**src/hw/rtl/fpm_pkg.sv**
```systemverilog
// ----------------------------------------------------------------------------
// fpm_pkg
// Shared widths, constants, types and helpers for the frame pacer and
// frame-rate meter.
// ----------------------------------------------------------------------------
package fpm_pkg;

    // field widths
    localparam int DUR_W      = 20;
    localparam int STEP_W     = 20;
    localparam int CATCH_W    = 4;
    localparam int OUT_W      = 24;
    localparam int FILL_OUT_W = 7;
    localparam int LAG_W      = 32;
    localparam int SUM_W      = 26;
    localparam int FRAC_BITS  = 16;

    // configuration port
    localparam int CFG_IDX_W  = 1;
    localparam int CFG_DATA_W = 20;

    // shared divider
    localparam int DIV_N_W    = 48;
    localparam int DIV_D_W    = 26;

    // ring depth
    localparam int WINDOW_DEF = 64;

    // constants
    localparam logic [DUR_W-1:0]   DUR_LIMIT   = 20'd1000000;
    localparam logic [STEP_W-1:0]  STEP_RESET  = 20'd16667;
    localparam logic [CATCH_W-1:0] CATCH_RESET = 4'd5;
    localparam logic [OUT_W-1:0]   OUT_MAX     = {OUT_W{1'b1}};

    // one million microseconds per second times 256 for the Q.8 result
    localparam int                       FPS_SCALE_W = 28;
    localparam logic [FPS_SCALE_W-1:0]   FPS_SCALE   = 28'd256000000;

    // register indexes
    typedef enum logic [CFG_IDX_W-1:0] {
        CFG_STEP_LENGTH  = 1'b0,
        CFG_MAX_CATCH_UP = 1'b1
    } t_cfg_idx;

    // sequencer states
    typedef enum logic [2:0] {
        S_IDLE,
        S_CATCH,
        S_RING,
        S_DIV_INT,
        S_MUL,
        S_FPS_GO,
        S_DIV_FPS,
        S_DONE
    } t_state;

    // divider request and response
    typedef struct packed {
        logic               start;
        logic [DIV_N_W-1:0] num;
        logic [DIV_D_W-1:0] den;
    } t_div_req;

    typedef struct packed {
        logic               done;
        logic [DIV_N_W-1:0] quot;
    } t_div_rsp;

    // saturate a quotient to the 24-bit result range
    function automatic logic [OUT_W-1:0] sat_out(input logic [DIV_N_W-1:0] q);
        logic [OUT_W-1:0] res;
        if (|q[DIV_N_W-1:OUT_W]) begin
            res = OUT_MAX;
        end else begin
            res = q[OUT_W-1:0];
        end
        return res;
    endfunction

endpackage

```
**src/hw/rtl/fpm_ram.sv**
```systemverilog
// ----------------------------------------------------------------------------
// fpm_ram
// Generic single-write, single-read RAM with registered read data.
// ----------------------------------------------------------------------------
module fpm_ram #(
    parameter int WIDTH = 20,
    parameter int DEPTH = 64,
    parameter int ADDR_W = (DEPTH > 1) ? $clog2(DEPTH) : 1
) (
    input  logic              i_clk,
    input  logic              i_we,
    input  logic [ADDR_W-1:0] i_waddr,
    input  logic [WIDTH-1:0]  i_wdata,
    input  logic [ADDR_W-1:0] i_raddr,
    output logic [WIDTH-1:0]  o_rdata
);

    logic [WIDTH-1:0] r_mem [DEPTH];
    logic [WIDTH-1:0] r_rdata;

    // write port and registered read port
    always_ff @(posedge i_clk) begin
        if (i_we) begin
            r_mem[i_waddr] <= i_wdata;
        end
        r_rdata <= r_mem[i_raddr];
    end

    assign o_rdata = r_rdata;

endmodule

```
**src/hw/rtl/fpm_div.sv**
```systemverilog
// ----------------------------------------------------------------------------
// fpm_div
// Shared restoring divider, one quotient bit per cycle.
// ----------------------------------------------------------------------------
module fpm_div (
    input  logic              i_clk,
    input  logic              i_rst_n,
    input  fpm_pkg::t_div_req i_req,
    output fpm_pkg::t_div_rsp o_rsp
);
    import fpm_pkg::*;

    localparam int CNT_W = $clog2(DIV_N_W + 1);

    logic               r_busy, n_busy;
    logic               r_done, n_done;
    logic [CNT_W-1:0]   r_cnt, n_cnt;
    logic [DIV_N_W-1:0] r_num, n_num;
    logic [DIV_N_W-1:0] r_quo, n_quo;
    logic [DIV_D_W-1:0] r_rem, n_rem;
    logic [DIV_D_W-1:0] r_den, n_den;
    logic [DIV_D_W:0]   trial;

    // one compare and subtract per cycle
    always_comb begin
        n_busy = r_busy;
        n_done = 1'b0;
        n_cnt  = r_cnt;
        n_num  = r_num;
        n_quo  = r_quo;
        n_rem  = r_rem;
        n_den  = r_den;
        trial  = {r_rem, r_num[DIV_N_W-1]};
        if (i_req.start) begin
            n_busy = 1'b1;
            n_cnt  = CNT_W'(DIV_N_W);
            n_num  = i_req.num;
            n_den  = i_req.den;
            n_rem  = '0;
            n_quo  = '0;
        end else if (r_busy) begin
            n_num = {r_num[DIV_N_W-2:0], 1'b0};
            if (trial >= {1'b0, r_den}) begin
                n_rem = DIV_D_W'(trial - {1'b0, r_den});
                n_quo = {r_quo[DIV_N_W-2:0], 1'b1};
            end else begin
                n_rem = trial[DIV_D_W-1:0];
                n_quo = {r_quo[DIV_N_W-2:0], 1'b0};
            end
            n_cnt = r_cnt - CNT_W'(1);
            if (r_cnt == CNT_W'(1)) begin
                n_busy = 1'b0;
                n_done = 1'b1;
            end
        end
    end

    // control state
    always_ff @(posedge i_clk) begin
        if (!i_rst_n) begin
            r_busy <= 1'b0;
            r_done <= 1'b0;
            r_cnt  <= '0;
        end else begin
            r_busy <= n_busy;
            r_done <= n_done;
            r_cnt  <= n_cnt;
        end
    end

    // datapath
    always_ff @(posedge i_clk) begin
        r_num <= n_num;
        r_quo <= n_quo;
        r_rem <= n_rem;
        r_den <= n_den;
    end

    assign o_rsp.done = r_done;
    assign o_rsp.quot = r_quo;

endmodule

```
**src/hw/rtl/frame_pacer_fps_meter.sv**
```systemverilog
// ----------------------------------------------------------------------------
// frame_pacer_fps_meter
// Fixed-timestep frame pacer with a moving-average frame-rate meter.
// ----------------------------------------------------------------------------
// Usage:
//   Input channel (i_valid / o_ready) carries one measured frame duration in
//   microseconds per beat. Output channel (o_valid / i_ready) returns one
//   beat per input: catch-up update count, behind flag, Q8.16 interpolation
//   fraction, Q16.8 average frame rate and the number of frames averaged.
//   Config writes (i_cfg_we) set the step length and the catch-up limit.
// Sequence:
//   One frame at a time: catch-up runs one update per cycle (0 to 15), then
//   a ring update, a run of the shared divider, a multiply, a divide launch,
//   a second divider run and an output hand-over. The second run is skipped
//   when the window sum is zero. The next frame can be taken from the cycle
//   in which o_valid rises.
// Reset:
//   Registers return to their defaults and the lag accumulator, ring fill
//   count, write slot and sum clear. The ring RAM is not swept: entries not
//   yet written read as zero through the fill count.
// Stall:
//   A finished beat waits in the output register; o_ready returns once the
//   sequencer is idle, so a new frame can be taken while a beat waits.
// ----------------------------------------------------------------------------
module frame_pacer_fps_meter #(
    parameter int WINDOW = fpm_pkg::WINDOW_DEF
) (
    input  logic                             i_clk,
    input  logic                             i_rst_n,
    // frame duration input
    input  logic                             i_valid,
    output logic                             o_ready,
    input  logic [fpm_pkg::DUR_W-1:0]        i_frame_duration_us,
    // pacing result output
    output logic                             o_valid,
    input  logic                             i_ready,
    output logic [fpm_pkg::CATCH_W-1:0]      o_updates_to_run,
    output logic                             o_still_behind,
    output logic [fpm_pkg::OUT_W-1:0]        o_interpolation_q16,
    output logic [fpm_pkg::OUT_W-1:0]        o_fps_q8,
    output logic [fpm_pkg::FILL_OUT_W-1:0]   o_frames_in_window,
    // configuration write port
    input  logic                             i_cfg_we,
    input  logic [fpm_pkg::CFG_IDX_W-1:0]    i_cfg_index,
    input  logic [fpm_pkg::CFG_DATA_W-1:0]   i_cfg_data
);
    import fpm_pkg::*;

    localparam int SLOT_W = (WINDOW > 1) ? $clog2(WINDOW) : 1;
    localparam int FILL_W = $clog2(WINDOW + 1);
    localparam int PROD_W = FILL_W + FPS_SCALE_W;

    t_state r_state, n_state;

    // configuration
    logic [STEP_W-1:0]  r_step;
    logic [CATCH_W-1:0] r_max_catch;
    logic [STEP_W-1:0]  step_eff;

    // working state
    logic [DUR_W-1:0]   r_dur, n_dur;
    logic [LAG_W-1:0]   r_lag, n_lag;
    logic [CATCH_W-1:0] r_loops, n_loops;
    logic               r_behind, n_behind;
    logic [OUT_W-1:0]   r_interp, n_interp;
    logic [OUT_W-1:0]   r_fps, n_fps;
    logic [PROD_W-1:0]  r_prod, n_prod;
    logic [SUM_W-1:0]   r_sum, n_sum;
    logic [SLOT_W-1:0]  r_slot, n_slot;
    logic [FILL_W-1:0]  r_filled, n_filled;

    // output register
    logic                  r_out_valid, n_out_valid;
    logic [CATCH_W-1:0]    r_o_updates;
    logic                  r_o_behind;
    logic [OUT_W-1:0]      r_o_interp;
    logic [OUT_W-1:0]      r_o_fps;
    logic [FILL_OUT_W-1:0] r_o_frames;
    logic                  load_out;

    // datapath helpers
    logic [DUR_W-1:0] dur_clamp;
    logic [LAG_W:0]   lag_add;
    logic [DUR_W-1:0] ring_rdata;
    logic [DUR_W-1:0] old_dur;
    logic             ring_we;
    t_div_req         div_req;
    t_div_rsp         div_rsp;

    assign step_eff  = (r_step == '0) ? STEP_W'(1) : r_step;
    assign dur_clamp = (i_frame_duration_us > DUR_LIMIT) ? DUR_LIMIT : i_frame_duration_us;
    assign lag_add   = {1'b0, r_lag} + (LAG_W + 1)'(dur_clamp);
    assign old_dur   = (r_filled == FILL_W'(WINDOW)) ? ring_rdata : '0;

    // duration ring
    fpm_ram #(
        .WIDTH (DUR_W),
        .DEPTH (WINDOW)
    ) u_ring (
        .i_clk   (i_clk),
        .i_we    (ring_we),
        .i_waddr (r_slot),
        .i_wdata (r_dur),
        .i_raddr (r_slot),
        .o_rdata (ring_rdata)
    );

    // shared divider
    fpm_div u_div (
        .i_clk   (i_clk),
        .i_rst_n (i_rst_n),
        .i_req   (div_req),
        .o_rsp   (div_rsp)
    );

    // configuration writes
    always_ff @(posedge i_clk) begin
        if (!i_rst_n) begin
            r_step      <= STEP_RESET;
            r_max_catch <= CATCH_RESET;
        end else if (i_cfg_we) begin
            unique case (t_cfg_idx'(i_cfg_index))
                CFG_STEP_LENGTH:  r_step      <= i_cfg_data[STEP_W-1:0];
                CFG_MAX_CATCH_UP: r_max_catch <= i_cfg_data[CATCH_W-1:0];
                default: ;
            endcase
        end
    end

    // state register
    always_ff @(posedge i_clk) begin
        if (!i_rst_n) begin
            r_state <= S_IDLE;
        end else begin
            r_state <= n_state;
        end
    end

    // sequencer: next state and datapath control
    always_comb begin
        n_state     = r_state;
        n_dur       = r_dur;
        n_lag       = r_lag;
        n_loops     = r_loops;
        n_behind    = r_behind;
        n_interp    = r_interp;
        n_fps       = r_fps;
        n_prod      = r_prod;
        n_sum       = r_sum;
        n_slot      = r_slot;
        n_filled    = r_filled;
        n_out_valid = r_out_valid;
        load_out    = 1'b0;
        ring_we     = 1'b0;
        div_req     = '0;
        o_ready     = 1'b0;

        if (r_out_valid && i_ready) begin
            n_out_valid = 1'b0;
        end

        unique case (r_state)
            S_IDLE: begin
                o_ready = 1'b1;
                if (i_valid) begin
                    n_dur   = dur_clamp;
                    n_lag   = lag_add[LAG_W] ? {LAG_W{1'b1}} : lag_add[LAG_W-1:0];
                    n_loops = '0;
                    n_state = S_CATCH;
                end
            end
            S_CATCH: begin
                // one step length off per cycle
                if ((r_lag >= LAG_W'(step_eff)) && (r_loops < r_max_catch)) begin
                    n_lag   = r_lag - LAG_W'(step_eff);
                    n_loops = r_loops + CATCH_W'(1);
                end else begin
                    n_state = S_RING;
                end
            end
            S_RING: begin
                // ring write, running sum, and start of the fraction divide
                n_behind = (r_lag >= LAG_W'(step_eff));
                n_sum    = r_sum - SUM_W'(old_dur) + SUM_W'(r_dur);
                ring_we  = 1'b1;
                n_slot   = (r_slot == SLOT_W'(WINDOW - 1)) ? '0 : r_slot + SLOT_W'(1);
                if (r_filled != FILL_W'(WINDOW)) begin
                    n_filled = r_filled + FILL_W'(1);
                end
                div_req.start = 1'b1;
                div_req.num   = {r_lag, {FRAC_BITS{1'b0}}};
                div_req.den   = DIV_D_W'(step_eff);
                n_state = S_DIV_INT;
            end
            S_DIV_INT: begin
                if (div_rsp.done) begin
                    n_interp = sat_out(div_rsp.quot);
                    n_state  = S_MUL;
                end
            end
            S_MUL: begin
                n_prod  = PROD_W'(r_filled) * PROD_W'(FPS_SCALE);
                n_state = S_FPS_GO;
            end
            S_FPS_GO: begin
                if (r_sum == '0) begin
                    n_fps   = OUT_MAX;
                    n_state = S_DONE;
                end else begin
                    div_req.start = 1'b1;
                    div_req.num   = DIV_N_W'(r_prod);
                    div_req.den   = DIV_D_W'(r_sum);
                    n_state = S_DIV_FPS;
                end
            end
            S_DIV_FPS: begin
                if (div_rsp.done) begin
                    n_fps   = sat_out(div_rsp.quot);
                    n_state = S_DONE;
                end
            end
            S_DONE: begin
                // hand over once the output register is free
                if (!r_out_valid || i_ready) begin
                    load_out    = 1'b1;
                    n_out_valid = 1'b1;
                    n_state     = S_IDLE;
                end
            end
            default: n_state = S_IDLE;
        endcase
    end

    // control state
    always_ff @(posedge i_clk) begin
        if (!i_rst_n) begin
            r_lag       <= '0;
            r_sum       <= '0;
            r_slot      <= '0;
            r_filled    <= '0;
            r_loops     <= '0;
            r_out_valid <= 1'b0;
        end else begin
            r_lag       <= n_lag;
            r_sum       <= n_sum;
            r_slot      <= n_slot;
            r_filled    <= n_filled;
            r_loops     <= n_loops;
            r_out_valid <= n_out_valid;
        end
    end

    // payload registers
    always_ff @(posedge i_clk) begin
        r_dur    <= n_dur;
        r_behind <= n_behind;
        r_interp <= n_interp;
        r_fps    <= n_fps;
        r_prod   <= n_prod;
        if (load_out) begin
            r_o_updates <= r_loops;
            r_o_behind  <= r_behind;
            r_o_interp  <= r_interp;
            r_o_fps     <= r_fps;
            r_o_frames  <= FILL_OUT_W'(r_filled);
        end
    end

    assign o_valid             = r_out_valid;
    assign o_updates_to_run    = r_o_updates;
    assign o_still_behind      = r_o_behind;
    assign o_interpolation_q16 = r_o_interp;
    assign o_fps_q8            = r_o_fps;
    assign o_frames_in_window  = r_o_frames;

endmodule

```
**config.mk**
```make
export PLATFORM = sky130hd
export DESIGN_NAME = frame_pacer_fps_meter
export DESIGN_NICKNAME = d
export VERILOG_FILES = /design/src/hw/rtl/fpm_pkg.sv /design/src/hw/rtl/fpm_ram.sv /design/src/hw/rtl/fpm_div.sv /design/src/hw/rtl/frame_pacer_fps_meter.sv
export SDC_FILE = /design/constraint.sdc
export NUM_CORES = 2
export LEC_CHECK = 0
export BUFFER_PORTS_ARGS = -buffer_cell sky130_fd_sc_hd__buf_2
export CAP_MARGIN = 15
export CELL_PAD_IN_SITES_DETAIL_PLACEMENT = 1
export CELL_PAD_IN_SITES_GLOBAL_PLACEMENT = 1
export CORE_ASPECT_RATIO = 1.5
export CORE_MARGIN = 2
export CORE_UTILIZATION = 28
export CTS_BUF_LIST = sky130_fd_sc_hd__clkbuf_8
export CTS_CLUSTER_SIZE = 24
export DETAILED_ROUTE_END_ITERATION = 7
export GPL_TIMING_DRIVEN = 0
export PLACE_DENSITY = 0.45
export SETUP_SLACK_MARGIN = 0.05
export SLEW_MARGIN = 20
export SYNTH_ARGS = -nofsm -noshare
export SYNTH_HDL_FRONTEND = slang
export SYNTH_SLANG_ARGS = --single-unit
```
**constraint.sdc**
```tcl
create_clock -name i_clk -period 4.1 [get_ports i_clk]
set_clock_uncertainty 0.05 [all_clocks]
set_input_delay 0.615 -clock i_clk [delete_from_list [all_inputs] [get_ports i_clk]]
set_output_delay 0.615 -clock i_clk [all_outputs]
set_load 0.01 [all_outputs]
```
==> results.sh <==
export IMPL_pin_count=108
export IMPL_power_frac_clock_pct=29.9
export IMPL_report_power_total_w=0.0483
export IMPL_die_y_um=611
export IMPL_portBuffers=106
export IMPL_synth_edf_count=1490
export IMPL_track_usage_pct=25.4
export IMPL_hp_class="in2reg"
export IMPL_ant_nets=0
export IMPL_fin_nets=5746
export IMPL_finalSetupViolations=5
export IMPL_dpl_hpwl_um=235000
export IMPL_met3_usage_pct=3.89
export IMPL_clkLatencyLatePin_ns=0.96
export IMPL_syn_nets=5014
export IMPL_path_clk_slew_ns=0.07
export IMPL_comb_power_share_pct=27.2
export IMPL_cts_sinks=1695
export IMPL_startpoint_type="flop"
export IMPL_power_switching_w=0.0166
export IMPL_grt_pass1_wl_um=433000
export IMPL_synth_area_um2=68700
export IMPL_fmax_mhz=239
export IMPL_cpPeakStageDelay_ns=0.49
export IMPL_async_reset_ff_share_pct=0
export IMPL_final_min_clock_period_ns=4.18
export IMPL_p_per_area_nw_per_um2=561
export IMPL_post_route_period_util_pct=102
export IMPL_violations="setup timing"
export IMPL_met1_usage_pct=27.7
export IMPL_slew_headroom_pct=16.9
export IMPL_slowest_stage="dfxtp_1"
export IMPL_finalMaxSlewViolations=0
export IMPL_crit_top_cell="clkbuf_4"
export IMPL_numCtsBuffers=293
export IMPL_synth_yosys_warnings=0
export IMPL_grt_max_degree=29
export IMPL_finalWirelength_um=324000
export IMPL_drive_gt1_share_pct=20.4
export IMPL_crit_type="reg2reg"
export IMPL_grt_pass1_vias=49500
export IMPL_fill_cells=25400
export IMPL_crit_chain="nor2_1, and2_1, clkbuf_2, clkbuf_4, clkbuf_4, clkbuf_4, buf_16, a22oi_1, a41oi_2, nor4_4, nand2_1"
export IMPL_htreeDepth=5
export IMPL_swShare_pct=34.3
export IMPL_initial_utilization_pct=28.2
export IMPL_ir_drop_mv=0.233
export IMPL_rows=222
export IMPL_ys_types=81
export IMPL_arrival_ns=4.87
export IMPL_vias_per_cell=5.37
export IMPL_coreArea_um2=244000
export IMPL_synth_main_ff_cell="edfxtp_1"
export IMPL_cts_tree="yes"
export IMPL_crit_path_end_kind="flop"
export IMPL_grt_setup_unrepaired="true"
export IMPL_hold_viol_final=0
export IMPL_vias=48200
export IMPL_cts_root_buf="clkbuf_8"
export IMPL_area_growth_pct=25.2
export IMPL_avgSynthCellArea_um2=14.4
export IMPL_p_leak_nw=29.3
export IMPL_grt_antenna_before_repair=13
export IMPL_dr_pass1_iters=7
export IMPL_use_met2_pct=44.9
export IMPL_ctsLongestPathBuffers=4
export IMPL_worstPathRequired_ns=4.80
export IMPL_intPower_w=0.0317
export IMPL_dp_cells=8334
export IMPL_cap_violations=0
export IMPL_synth_seq_cells=1695
export IMPL_wire_per_inst_um=36.1
export IMPL_syn_instance_count=4779
export IMPL_drt_iter0_markers=4442
export IMPL_stdcell_count=8974
export IMPL_dieArea_um2=250000
export IMPL_grt_busiest_layer="met2"
export IMPL_status="complete, but fails checks"
export IMPL_ys_seq_area_share_pct=71.1
export IMPL_setup_ws_ns=-0.0782
export IMPL_seqPwrFrac_pct=42.9
export IMPL_cp_max_fo=11
export IMPL_drcViolationCount=0
export IMPL_dieWidth_um=409
export IMPL_max_slew_worst_pin_slew_ns=1.25
export IMPL_globalRouteOverflowTotal=0
export IMPL_gp_congestion=0.902
[registers in the layout, indices dropped and copies added (netlist names), 7 cells and up]
signal and count:
u_ring.r_mem 1280, u_div.r_quo 48, u_div.r_num 34, r_lag 32
r_sum 26, u_div.r_den 26, u_div.r_rem 26, o_fps_q8 24
o_interpolation_q16 24, r_fps 24, r_interp 24, r_prod 21
r_dur 20, r_step 20, u_ring.o_rdata 20, o_frames_in_window 7
r_filled 7
[power groups by stage]
stage | sequential [W] | clock, W | combinational, W
finish | 0.0207 | 0.0144 | 0.0131
global route | 0.0208 | 0.0154 | 0.0141
CTS | 0.0207 | 0.0148 | 0.0128
detailed placement | 0.0211 | 0 | 0.0123
global placement | 0.0218 | 0 | 0.0108
floorplan | 0.0209 | 0 | 0.00680
[area by class of cell]
| type | instances | area, um2 | share of cell area [%] |
|---|---|---|---|
| buffer | 272 | 1420 | 1.65 |
| tap | 3248 | 4060 | 4.72 |
| clock inverter | 197 | 957 | 1.11 |
| timing repair buffer | 439 | 6180 | 7.18 |
| multi-input combinational | 2620 | 19700 | 22.8 |
| antenna | 11 | 27.5 | 0.0320 |
| inverter | 190 | 717 | 0.833 |
| sequential | 1695 | 48900 | 56.8 |
| clock buffer | 302 | 4160 | 4.83 |
[through the flow]
step | setup WS, ns | hold WS, ns | TNS (ns) | util, % | area [um2]
3_5_place_dp | -2.63 | 0.356 | -1418.09 | 32.2 | 78400
2_1_floorplan | -0.0302 | 0.350 | -0.0302 | - | 68800
6_report | -0.0782 | 0.0629 | -0.129 | 35.3 | 86100
3_3_place_gp | -5.05 | 0.357 | -4672.49 | 30.1 | 73400
5_1_grt | -0.0867 | 0.0461 | -0.130 | 35.3 | 86000
4_1_cts | -0.0922 | 0.00122 | -0.120 | 35.0 | 85500
[worst max-delay path: cells and delay by family, from the launching register on]
family	cells	cell delay [ns]
flip-flops	1	0.49
AO/OA/AOI/OAI	2	0.66
buffers and inverters	5	1.62
AND/OR/NAND/NOR	4	1.05
[timing repair]
action                                  4_1_cts  5_1_grt
hold buffers                                 37        0
cloned                                        0        2
pin swaps                                    43       36
buffers inserted                             69       24
resized for setup                           204       71
endpoints found under the setup margin     1346      178
hold endpoints to repair                     34        0
[Yosys cell counts, types with 33 or more instances]
| master | count | area [um2] |
|---|---|---|
| a22oi_1 | 499 | 3750 |
| a221oi_1 | 85 | 744 |
| ha_1 | 154 | 1930 |
| nand2b_1 | 52 | 325 |
| nor2_1 | 223 | 837 |
| a21o_1 | 35 | 263 |
| clkbuf_1 | 227 | 852 |
| a21oi_1 | 182 | 911 |
| a41oi_1 | 66 | 578 |
| nor4_1 | 57 | 357 |
| inv_1 | 188 | 706 |
| a31oi_1 | 109 | 682 |
| a22o_1 | 83 | 727 |
| nand3_1 | 60 | 300 |
| and2_1 | 45 | 282 |
| dfxtp_1 | 205 | 4100 |
| edfxtp_1 | 1490 | 44700 |
| o21ai_0 | 127 | 636 |
| mux2i_1 | 52 | 521 |
| fa_1 | 35 | 701 |
| buf_1 | 35 | 131 |
| nand2_1 | 298 | 1120 |
| nand4_1 | 36 | 225 |
| xnor2_1 | 66 | 578 |
| xor2_1 | 33 | 289 |
| nor3_1 | 39 | 195 |
| or3_1 | 36 | 225 |
[routing by layer]
layer	wire length, um	vias to the layer above	share of wire (%)
li1	-	20300	-
met1	115000	25300	36
met2	164000	1957	51
met3	17800	672	5.5
met4	26800	2	8.3
met5	11	-	0.0034
[logic make-up (layout without fill, tap and decap cells)]
kind of cell / Yosys count / count (layout) / synth area share [%]
buffers and inverters: 464 / 1400 / 2.58
xor gates and xnor gates: 99 / 99 / 1.26
AOI/OAI and AO/OA: 1353 / 1353 / 14.0
adders and majority gates: 189 / 189 / 3.82
DFF: 1695 / 1695 / 71.1
and+or+nand+nor: 927 / 927 / 6.49
other: 0 / 11 / 0
muxes: 52 / 52 / 0.757
[path summary, 6_finish.rpt]
kind | start | to | slack (ns) | cells after the start
max reg2reg | r_slot[1] | u_ring.o_rdata[10] | -0.08 | 11
min | i_frame_duration_us[17] | r_dur[17] | 0.06 | 2
max | r_slot[1] | u_ring.o_rdata[10] | -0.08 | 11
min reg2reg | r_interp[9] | o_interpolation_q16[9] | 0.36 | 0
[cells in the final DEF, fill, tap and decap left out, types with 26 or more instances in the layout]
master	Yosys	final
nor3_1	39	33
nor2_1	223	152
a41oi_1	66	40
nand2_1	298	288
clkbuf_8	0	303
nand4_1	36	36
buf_16	0	85
clkbuf_2	0	76
xnor2_1	66	66
a21oi_1	182	174
nor2_4	0	69
clkbuf_4	0	41
and2_1	45	40
o211ai_1	26	26
dlygate4sd3_1	0	37
a22o_1	83	83
buf_4	2	98
nand2b_1	52	50
xor2_1	33	33
dfxtp_1	205	197
ha_1	154	147
nand3_1	60	59
mux2i_1	52	52
buf_8	0	54
buf_2	8	131
a221oi_1	85	83
o21ai_0	127	117
buf_12	0	74
a31oi_1	109	90
nor4_1	57	36
inv_1	188	276
fa_1	35	34
edfxtp_1	1490	1490
clkinv_1	0	61
a22oi_1	499	498
clkbuf_1	227	106
or3_1	36	35
a21o_1	35	35
(Power assumes the default switching activity.)
